--- src/hw/rtl/asfd_pkg.sv ---
// Package with the word types, configuration layout and codes of the shake and flip detector.
`default_nettype none

package asfd_pkg;

  // Result codes.
  localparam logic [1:0] EV_NONE  = 2'd0;
  localparam logic [1:0] EV_FLIP  = 2'd1;
  localparam logic [1:0] EV_SHAKE = 2'd2;
  localparam logic [1:0] EV_DIZZY = 2'd3;

  // Configuration register indexes.
  localparam int unsigned CfgIndexWidth = 3;
  localparam int unsigned CfgDataWidth  = 18;
  localparam logic [CfgIndexWidth-1:0] CFG_SAMPLE_PERIOD = 3'd0;
  localparam logic [CfgIndexWidth-1:0] CFG_COOLDOWN      = 3'd1;
  localparam logic [CfgIndexWidth-1:0] CFG_GAP_MIN       = 3'd2;
  localparam logic [CfgIndexWidth-1:0] CFG_GAP_MAX       = 3'd3;
  localparam logic [CfgIndexWidth-1:0] CFG_THRESHOLD     = 3'd4;
  localparam logic [CfgIndexWidth-1:0] CFG_FLIP_LEVEL    = 3'd5;

  // Reset values of the configuration registers.
  localparam logic [15:0]        SAMPLE_PERIOD_RST = 16'd40;
  localparam logic [15:0]        COOLDOWN_RST      = 16'd2500;
  localparam logic [15:0]        GAP_MIN_RST       = 16'd150;
  localparam logic [15:0]        GAP_MAX_RST       = 16'd800;
  localparam logic [17:0]        THRESHOLD_RST     = 18'd8192;
  localparam logic signed [15:0] FLIP_LEVEL_RST    = -16'sd3768;

  // Input word.
  typedef struct packed {
    logic [31:0]        now_ms;
    logic               read_ok;
    logic signed [15:0] accel_x;
    logic signed [15:0] accel_y;
    logic signed [15:0] accel_z;
  } sample_t;

  // Result word.
  typedef struct packed {
    logic [1:0]         event_res;
    logic signed [15:0] tilt_x;
    logic signed [15:0] tilt_y;
  } result_t;

  // Configuration register set.
  typedef struct packed {
    logic [15:0]        sample_period_ms;
    logic [15:0]        cooldown_ms;
    logic [15:0]        shake_gap_min_ms;
    logic [15:0]        shake_gap_max_ms;
    logic [17:0]        shake_threshold;
    logic signed [15:0] flip_level;
  } cfg_t;

  // Detector state carried from one word to the next.
  typedef struct packed {
    logic [31:0]        last_read_time;
    logic signed [15:0] prev_accel_x;
    logic signed [15:0] prev_accel_y;
    logic signed [15:0] prev_accel_z;
    logic signed [15:0] tilt_x_reg;
    logic signed [15:0] tilt_y_reg;
    logic [31:0]        last_jolt_time;
    logic [31:0]        last_event_time;
    logic [2:0]         jolt_count;
    logic               was_flipped;
  } state_t;

  // Absolute difference of two signed 16-bit samples; it always fits in 16 bits.
  function automatic logic [15:0] abs_diff(input logic signed [15:0] a,
                                           input logic signed [15:0] b);
    logic signed [16:0] d;
    logic [16:0]        m;
    d = {a[15], a} - {b[15], b};
    m = d[16] ? (17'd0 - 17'(d)) : 17'(d);
    return m[15:0];
  endfunction

endpackage

`default_nettype wire

--- src/hw/rtl/accel_shake_flip_detector_unit.sv ---
// Top level of the accelerometer shake and flip detector.
//
// Sample words arrive on sample/sample_valid/sample_stall and each gives exactly
// one result word on result/result_valid/result_stall, in order. A word is taken
// on a rising edge with valid high and stall low on its channel.
// An accepted sample sits in the input register while the decision logic runs
// against the detector state; the state and the result register load from it
// when the result register is empty or being emptied, and the result is offered there.
// One sample per cycle is sustained while the receiver does not stall; the input
// register and the result register form a two-deep pipeline so the next sample is
// taken while a result waits. When the receiver stalls, the result holds, the
// pipeline fills and sample_stall rises once the input register is occupied as well.
// The six configuration registers are written through cfg_write, cfg_index and
// cfg_data; the user must write them only while the block is idle, the block does not enforce it;
// unknown indexes are ignored. Synchronous reset restores the configuration
// defaults, clears the detector state and empties both pipeline registers.
`default_nettype none

module accel_shake_flip_detector_unit (
  input  wire                                      clk,
  input  wire                                      rst,
  input  wire                                      cfg_write,
  input  wire  [asfd_pkg::CfgIndexWidth-1:0]       cfg_index,
  input  wire  [asfd_pkg::CfgDataWidth-1:0]        cfg_data,
  input  wire                                      sample_valid,
  output logic                                     sample_stall,
  input  wire  asfd_pkg::sample_t                  sample,
  output logic                                     result_valid,
  input  wire                                      result_stall,
  output asfd_pkg::result_t                        result
);
  import asfd_pkg::*;

  cfg_t       cfg;
  state_t     state;
  state_t     state_next;
  sample_t    held;
  logic       held_valid;
  logic [1:0] event_code;
  logic       advance;

  // Configuration registers.
  always_ff @(posedge clk) begin
    if (rst) begin
      cfg.sample_period_ms <= SAMPLE_PERIOD_RST;
      cfg.cooldown_ms      <= COOLDOWN_RST;
      cfg.shake_gap_min_ms <= GAP_MIN_RST;
      cfg.shake_gap_max_ms <= GAP_MAX_RST;
      cfg.shake_threshold  <= THRESHOLD_RST;
      cfg.flip_level       <= FLIP_LEVEL_RST;
    end else if (cfg_write) begin
      case (cfg_index)
        CFG_SAMPLE_PERIOD: cfg.sample_period_ms <= cfg_data[15:0];
        CFG_COOLDOWN:      cfg.cooldown_ms      <= cfg_data[15:0];
        CFG_GAP_MIN:       cfg.shake_gap_min_ms <= cfg_data[15:0];
        CFG_GAP_MAX:       cfg.shake_gap_max_ms <= cfg_data[15:0];
        CFG_THRESHOLD:     cfg.shake_threshold  <= cfg_data;
        CFG_FLIP_LEVEL:    cfg.flip_level       <= $signed(cfg_data[15:0]);
        default: ;
      endcase
    end
  end

  // The result register can take a new word when it is empty or being emptied.
  assign advance      = !result_valid || !result_stall;
  assign sample_stall = held_valid && !advance;

  // Input register.
  always_ff @(posedge clk) begin
    if (rst) begin
      held_valid <= 1'b0;
    end else if (!held_valid || advance) begin
      held_valid <= sample_valid;
    end
  end

  always_ff @(posedge clk) begin
    if (sample_valid && !sample_stall) begin
      held <= sample;
    end
  end

  asfd_eval u_eval (
    .sample     (held),
    .cfg        (cfg),
    .state      (state),
    .state_next (state_next),
    .event_code (event_code)
  );

  // Detector state and result register move together when a word leaves the input register.
  always_ff @(posedge clk) begin
    if (rst) begin
      state        <= '0;
      result_valid <= 1'b0;
    end else if (advance) begin
      result_valid <= held_valid;
      if (held_valid) begin
        state <= state_next;
      end
    end
  end

  always_ff @(posedge clk) begin
    if (advance && held_valid) begin
      result.event_res <= event_code;
      result.tilt_x    <= state_next.tilt_x_reg;
      result.tilt_y    <= state_next.tilt_y_reg;
    end
  end

  // A delivered shake has always cleared the jolt count, and nothing moves while it waits.
  a_shake_clears_count: assert property (@(posedge clk) disable iff (rst)
    result_valid && result.event_res == EV_SHAKE |-> state.jolt_count == 3'd0)
    else $error("jolt count not cleared after a shake");

  // A delivered flip leaves the detector marked as upside down.
  a_flip_sets_flag: assert property (@(posedge clk) disable iff (rst)
    result_valid && result.event_res == EV_FLIP |-> state.was_flipped)
    else $error("flip reported without the flipped flag set");

  // The count never rises past one between shakes.
  a_count_bounded: assert property (@(posedge clk) disable iff (rst)
    state.jolt_count == 3'd0 || state.jolt_count == 3'd1)
    else $error("jolt count out of range");

endmodule

`default_nettype wire

--- src/hw/rtl/asfd_eval.sv ---
// Decision logic of the detector: next state and event code for one sample word.
`default_nettype none

module asfd_eval (
  input  wire  asfd_pkg::sample_t sample,
  input  wire  asfd_pkg::cfg_t    cfg,
  input  wire  asfd_pkg::state_t  state,
  output asfd_pkg::state_t        state_next,
  output logic [1:0]              event_code
);
  import asfd_pkg::*;

  logic [31:0] since_read;
  logic [31:0] since_event;
  logic [31:0] jolt_gap;
  logic [17:0] total;
  logic        flipped;
  logic [2:0]  count_inc;

  // Wrapping time differences and the summed jolt magnitude.
  always_comb begin
    since_read  = sample.now_ms - state.last_read_time;
    since_event = sample.now_ms - state.last_event_time;
    jolt_gap    = sample.now_ms - state.last_jolt_time;
    total       = 18'(abs_diff(sample.accel_x, state.prev_accel_x))
                + 18'(abs_diff(sample.accel_y, state.prev_accel_y))
                + 18'(abs_diff(sample.accel_z, state.prev_accel_z));
    flipped     = sample.accel_y < cfg.flip_level;
    count_inc   = state.jolt_count + 3'd1;
  end

  // Sample gating, cooldown, flip edge and jolt counting.
  always_comb begin
    state_next = state;
    event_code = EV_NONE;
    if (since_read >= {16'd0, cfg.sample_period_ms}) begin
      state_next.last_read_time = sample.now_ms;
      if (sample.read_ok) begin
        state_next.tilt_x_reg   = sample.accel_x;
        state_next.tilt_y_reg   = sample.accel_y;
        state_next.prev_accel_x = sample.accel_x;
        state_next.prev_accel_y = sample.accel_y;
        state_next.prev_accel_z = sample.accel_z;
        if (since_event >= {16'd0, cfg.cooldown_ms}) begin
          if (flipped && !state.was_flipped) begin
            state_next.was_flipped     = 1'b1;
            state_next.last_event_time = sample.now_ms;
            event_code                 = EV_FLIP;
          end else begin
            if (!flipped) begin
              state_next.was_flipped = 1'b0;
            end
            if (total > cfg.shake_threshold) begin
              if (jolt_gap > {16'd0, cfg.shake_gap_min_ms} &&
                  jolt_gap < {16'd0, cfg.shake_gap_max_ms}) begin
                state_next.jolt_count     = count_inc;
                state_next.last_jolt_time = sample.now_ms;
                // The dizzy code needs four counted jolts, which the shake reset prevents.
                if (count_inc >= 3'd4) begin
                  state_next.jolt_count      = 3'd0;
                  state_next.last_event_time = sample.now_ms;
                  event_code                 = EV_DIZZY;
                end else if (count_inc >= 3'd2) begin
                  state_next.jolt_count      = 3'd0;
                  state_next.last_event_time = sample.now_ms;
                  event_code                 = EV_SHAKE;
                end
              end else if (jolt_gap >= {16'd0, cfg.shake_gap_max_ms}) begin
                state_next.jolt_count     = 3'd1;
                state_next.last_jolt_time = sample.now_ms;
              end
            end
          end
        end
      end
    end
  end

endmodule

`default_nettype wire
--- config.mk ---
export PLATFORM = sky130hd
export DESIGN_NAME = accel_shake_flip_detector_unit
export DESIGN_NICKNAME = d
export VERILOG_FILES = /design/src/hw/rtl/asfd_pkg.sv /design/src/hw/rtl/accel_shake_flip_detector_unit.sv /design/src/hw/rtl/asfd_eval.sv
export SDC_FILE = /design/constraint.sdc
export NUM_CORES = 1
export LEC_CHECK = 0
export CORE_ASPECT_RATIO = 0.9
export CORE_UTILIZATION = 30
export DETAILED_ROUTE_END_ITERATION = 12
export DONT_BUFFER_PORTS = 1
export PLACE_DENSITY = 0.47
export SETUP_SLACK_MARGIN = 0.02
export SYNTH_ARGS = -nofsm -noshare
export SYNTH_HDL_FRONTEND = slang
export SYNTH_SLANG_ARGS = --single-unit
export TNS_END_PERCENT = 30
--- constraint.sdc ---
create_clock -name clk -period 11.4 [get_ports clk]
set_input_delay 0.57 -clock clk [delete_from_list [all_inputs] [get_ports clk]]
set_output_delay 0.57 -clock clk [all_outputs]
set_load 0.1 [all_outputs]
* Word-level counts from Yosys, hierarchy flattened *
Index checks and enable logic that the tools add are counted.

word-level totals
  bits in registers = 395
  input bits = 107
  output and inout port bits = 36
  logic and storage cells = 116

cells by class
  add/sub/neg operators = 12
  magnitude comparators = 9
  equality and inequality tests = 6
  muxes and demuxes = 24
  bitwise operators = 6
  reductions and logical operators = 32

operators with widths
  operator                 number
  $mux W100                2
  $mux W32                 5
  $ge A32 B16 Y1           3
  $sub A32 B32 Y32         3
  $mux W35                 2
  $mux W68                 1
  $mux W67                 1
  $sub A16 B16 Y17         3
  $mux W16                 3
  $sub A1 B16 Y16 const A  3
  $gt A32 B16 Y1           1
  $lt A32 B16 Y1           1
  $add A18 B16 Y18         1
  $gt A18 B18 Y1           1
  $add A16 B16 Y17         1
  $lt A16 B16 Y1           1
  $reduce_and A8 Y1        2
  $reduce_and A2 Y1        7
  $mux W3                  3
  $eq A3 B2 Y1 const B     2
  $eq A3 B3 Y1 const B     2
  $logic_not A1 Y1         6
  $not A1 Y1               6
  $reduce_and A3 Y1        2
  other kinds (15)         27

* Longest topological paths before layout *
  word-level depth = 11
  depth in mapped cells = 45
  gate-level depth less buffers = 42

* Modules after synthesis *
From an unflattened synthesis, not the netlist that was laid out.

unflattened totals
  cells, all modules = 3370
  area, all modules = 29751.0 um^2

by module, submodules not included
  module                          instances  cells each  area an instance (um^2)  sequential area each (um^2)
  accel_shake_flip_detector_unit  1          1274        15393.5                  9058.7
  asfd_eval                       1          2096        14357.5                  0.0

* Least setup slack after synthesis *
No wires, ideal clock.

  path type = register to register
  start point = register held[16] (netlist name)
  end point = register, netlist name state[10]
  library setup time = 0.072 ns
  arrival = 8.464 ns
  required time = 11.328 ns
  path slack = 2.864 ns
  cell stages (with the launch flop) = 45
  buffers on the path = 3
  clock period less this slack = 8.536 ns
  cells stage by stage = edfxtp_1 > inv_1 > ha_1 > fa_1 > nor2b_1 > o21ai_0 > a21boi_0 > o221a_2 > o2111ai_1 > a31oi_1 > nor3_1 > o21a_1 > mux2i_1 > clkbuf_1 > nor2_1 > a21oi_1 > ha_1 > a21o_1 > [... 9 more ...] > a221oi_1 > ha_1 > and3_1 > a21oi_1 > o21ai_0 > or4_1 > and3_1 > ha_1 > a211oi_1 > o21ai_0 > a211o_1 > o21ai_0 > nor2_1 > nand3b_1 > a21o_1 > buf_4 > buf_6 > mux2i_1

between the ends
  longest elaborated chain between the ends = 8
  elaborated cells between the ends (all ways) = 13
  classes of those cells = 4 x add/sub; 2 x order compare; 2 x mux; 5 x reduce/logical

RTL lines
  item                          RTL line                              source
  from (decl)                   accel_shake_flip_detector_unit.sv:37  sample_t held;
  from (signal assigned)        accel_shake_flip_detector_unit.sv:79  held <= sample;
  $sub A16 B16 Y17              asfd_pkg.sv:75                        d = {a[15], a} - {b[15], b};
  $sub A1 B16 Y16               asfd_pkg.sv:76                        m = d[16] ? (17'd0 - 17'(d)) : 17'(d);
  $mux W16                      asfd_pkg.sv:76
  $add A16 B16 Y17              asfd_eval.sv:26                       + 18'(abs_diff(sample.accel_y, state.prev_accel_y))
  $add A18 B16 Y18              asfd_eval.sv:27                       + 18'(abs_diff(sample.accel_z, state.prev_accel_z));
  $gt A18 B18 Y1                asfd_eval.sv:53                       if (total > cfg.shake_threshold) begin
  $reduce_bool A2 Y1 (no line)  --
  $reduce_and A8 Y1 (no line)   --

Parallel ways exist; a longest one is shown, timed or not.
A chain may end at the register's enable or synchronous reset.

* Worst setup path in the final report *
  start point = register held[32] (netlist name)
  end point = register, netlist name state[7]

between the ends
  longest elaborated chain between the ends = 8

RTL lines
  item                              RTL line
  $sub A16 B16 Y17 (*)              asfd_pkg.sv:75
  $sub A1 B16 Y16                   asfd_pkg.sv:76
  $mux W16 (*)                      asfd_pkg.sv:76
  $add A16 B16 Y17 (*)              asfd_eval.sv:26
  $add A18 B16 Y18 (*)              asfd_eval.sv:27
  $gt A18 B18 Y1 (*)                asfd_eval.sv:53
  $reduce_bool A2 Y1 (no line) (*)  --
  $reduce_and A8 Y1 (no line) (*)   --

Every way passes the cells marked *; elsewhere a longest branch is shown, timed or not.

==> out/metrics.cfg <==
[die]
core_area_um2 = 89700
die_area_um2 = 91900
die_x_um = 319
die_h_um = 288
initial_core_util_pct = 30.3
pin_count = 143
rows = 104

[drt]
detail_route.wl_per_cell_um = 18.6
routed_wl_um = 80500
drt_first_pass_iters = 7
vias_per_cell = 5.06
drcViolationCount = 0
dr.first_iter.drc_count = 1409
num_vias = 22000
ant_nets = 0

[synthesis]
syn_avg_cell_area_um2 = 8.60
synth_nets = 3554
synth_edf_count = 115
synth_area_um2 = 27200
ys_seq_elements = 395
ys_warn_count = 0
ys_seq_area_share_pct = 33.3
ys.flop_type = dfxtp_1
syn-instance-count = 3164
postSynth.asyncResetShare_pct = 0
ys_types = 87

[sta]
slew_headroom_pct = 25.8
fin_tns_setup_ns = 0
fin_crit_ns = 9.95
setup_viol_count_final = 0
hold_slack_ns = 0.0481
min_period_over_period_pct = 87.3
worst_clock_skew_ns = 0.0340
worstMarginPinSlew_ns = 1.12
max_freq_mhz = 101
setup_ws_ns = 1.45
finalHoldViolCount = 0
maxSlewViolCount = 0
rsz0062_at_grt = false

[placed_design]
dpl_worst_slack_ns = 1.58
dpl.cell_count = 4216
gp_congestion = 0.875
portBuffers = 0
hpwlAfterDp_um = 60500

[critical_path]
end_kind = register
worst_ep_required_time_ns = 11.93
regToRegEndpoint = state[7]
crit_slowest_cell = or4_1
start_kind = register
r2r_slack_ns = 1.45
critPathMostFrequentCell = o21ai_0
r2r_start = held[32]
critPathKind = register to register
path_max_fanout = 21
setup.worst_path.start = held[32]
slowest_delay_ns = 0.45
reg2regPathDepth = 42
crit_arrival_ns = 10.48

[hold_path]
hold_path_end = held[5]
min_from = sample[5]
hold_class = input port to register
holdPathStages = 0

[clocking]
cts_tree = yes
clock_path_buffers = 3
clk_latency_ns = 0.62
root_buffer = clkbuf_16
cts_sinks = 395
htreeDepth = 2
cts_buffers = 48
clk_pin_slew_ns = 0.06

[layout]
drive_gt1_share_pct = 5.20
nets = 3521
seqCellArea_um2 = 9060
mostFrequentLayoutCells = nand2_1 (315), inv_1 (302), dfxtp_1 (280), ha_1 (275), nor2_1 (261)
layout.cells.non_filler = 4339
final_common_cell = nand2_1
nFillCells = 9320
multi_input_area_um2 = 16500
area_delta_synth_final_pct = 11.0

[global_routing]
grt_max_degree = 313
first_global_vias = 20700
grt_usage_pct = 17.1
grt_pass1_wl_um = 123000
antenna_found_initial = 4
gr-total-overflow = 0

[power_and_ir_drop]
leakage_uw = 0.0121
p_per_area_nw_per_um2 = 192
max-vdd-ir-drop_v = 0.000206

[run_status]
status = finished clean

[run]
cap_violations = 0

sequential cells by signal, indices dropped and copies added (netlist names):
| register | cells |
|---|---|
| held_valid | 1 |
| result | 34 |
| held | 81 |
| cfg | 98 |
| state | 180 |
| result_valid | 1 |
timing repair:
action                                 CTS  global route
endpoints found under the hold margin   31             0
resized for setup                        0             0
buffers inserted                         0             0
hold buffers                            31             0
cells in the mapped netlist, drive strengths merged, types with 23 or more instances:
master / n / share of area [%]
mux2: 36 / 1.5
o31ai: 44 / 1.3
or4: 39 / 1.1
dfxtp: 280 / 21
ha: 275 / 13
xor2: 45 / 1.4
edfxtp: 115 / 13
a31oi: 25 / 0.58
nor3: 36 / 0.70
nor2: 261 / 3.6
o21ai: 123 / 2.3
xnor2: 111 / 3.6
a21o: 63 / 1.7
nand3: 45 / 0.87
clkbuf: 93 / 1.3
a211oi: 23 / 0.63
inv: 302 / 4.2
nand4: 38 / 0.87
nand2b: 88 / 2.0
nand2: 316 / 4.4
mux2i: 152 / 5.6
nor2b: 30 / 0.69
buf: 36 / 0.86
o21a: 50 / 1.4
a21oi: 257 / 4.8
worst max-delay path: cells and delay by family (launching register included):
family,cells,cell delay [ns]
adder cells (fa/ha/maj),5,1.55
buffers and inverters,2,0.50
AND/OR/NAND/NOR,10,1.85
AO/OA/AOI/OAI,24,5.30
flip-flops,1,0.39
multiplexers,1,0.22
routing by layer:
metal  up-vias  wire (um)  share of wire (%)  global-route usage (%)
met1     10300      42000                 52                    25.9
met5         -         22              0.027                       0
met2       397      32800                 41                    24.8
met3        88       3990                5.0                    2.69
li1      11100          -                  -                       -
met4         4       1630                2.0                    4.17
power by group:
part / internal, uW / leakage, uW / switching [uW]
clock: 953 / 0.000797 / 678
sequential: 1530 / 0.00339 / 102
combinational: 1050 / 0.00794 / 1490
total: 3530 / 0.0121 / 2270
worst max-delay path by stage:
stage | endpoint | slack, ns | cells after the start
6_report | state[7] | 1.45 | 42
2_1_floorplan | state[10] | 2.86 | 44
3_3_place_gp | state[6] | 1.66 | 42
5_1_grt | state[7] | 0.68 | 43
4_1_cts | state[22] | 1.50 | 42
3_5_place_dp | state[22] | 1.58 | 42
through the flow:
| step | utilization [%] | area [um2] | power, uW |
|---|---|---|---|
| finish | 33.7 | 30200 | 5800 |
| global route | 33.7 | 30200 | 6240 |
| CTS | 33.7 | 30200 | 5860 |
| detailed placement | 31.5 | 28200 | 4180 |
| global placement | 31.5 | 28200 | 4180 |
| floorplan | - | 27200 | 3570 |
kinds of logic (layout without fill, tap and decap cells):
| logic type | after synthesis | count (layout) | synth area share (%) |
|---|---|---|---|
| AND/OR/NAND/NOR | 968 | 968 | 17.3 |
| adder cells (fa/ha/maj) | 283 | 283 | 13.2 |
| AO/OA/AOI/OAI | 743 | 743 | 17.7 |
| buffers and inverters | 431 | 438 | 6.33 |
| XOR/XNOR | 156 | 156 | 5.02 |
| other | 0 | 2 | 0 |
| multiplexers | 188 | 188 | 7.08 |
| flip-flops | 395 | 395 | 33.3 |
area by class of cell:
| class | count | area share, % |
|---|---|---|
| multi-input cells | 2338 | 54.5 |
| flip-flops and latches | 395 | 30.0 |
| well taps | 1166 | 4.83 |
| clock buffers | 56 | 4.14 |
| inverters | 302 | 3.75 |
| repair buffers | 46 | 1.40 |
| clock inverters | 34 | 1.34 |
| diodes | 2 | 0.0166 |
No activity file was read; power rests on OpenSTA's default activity.
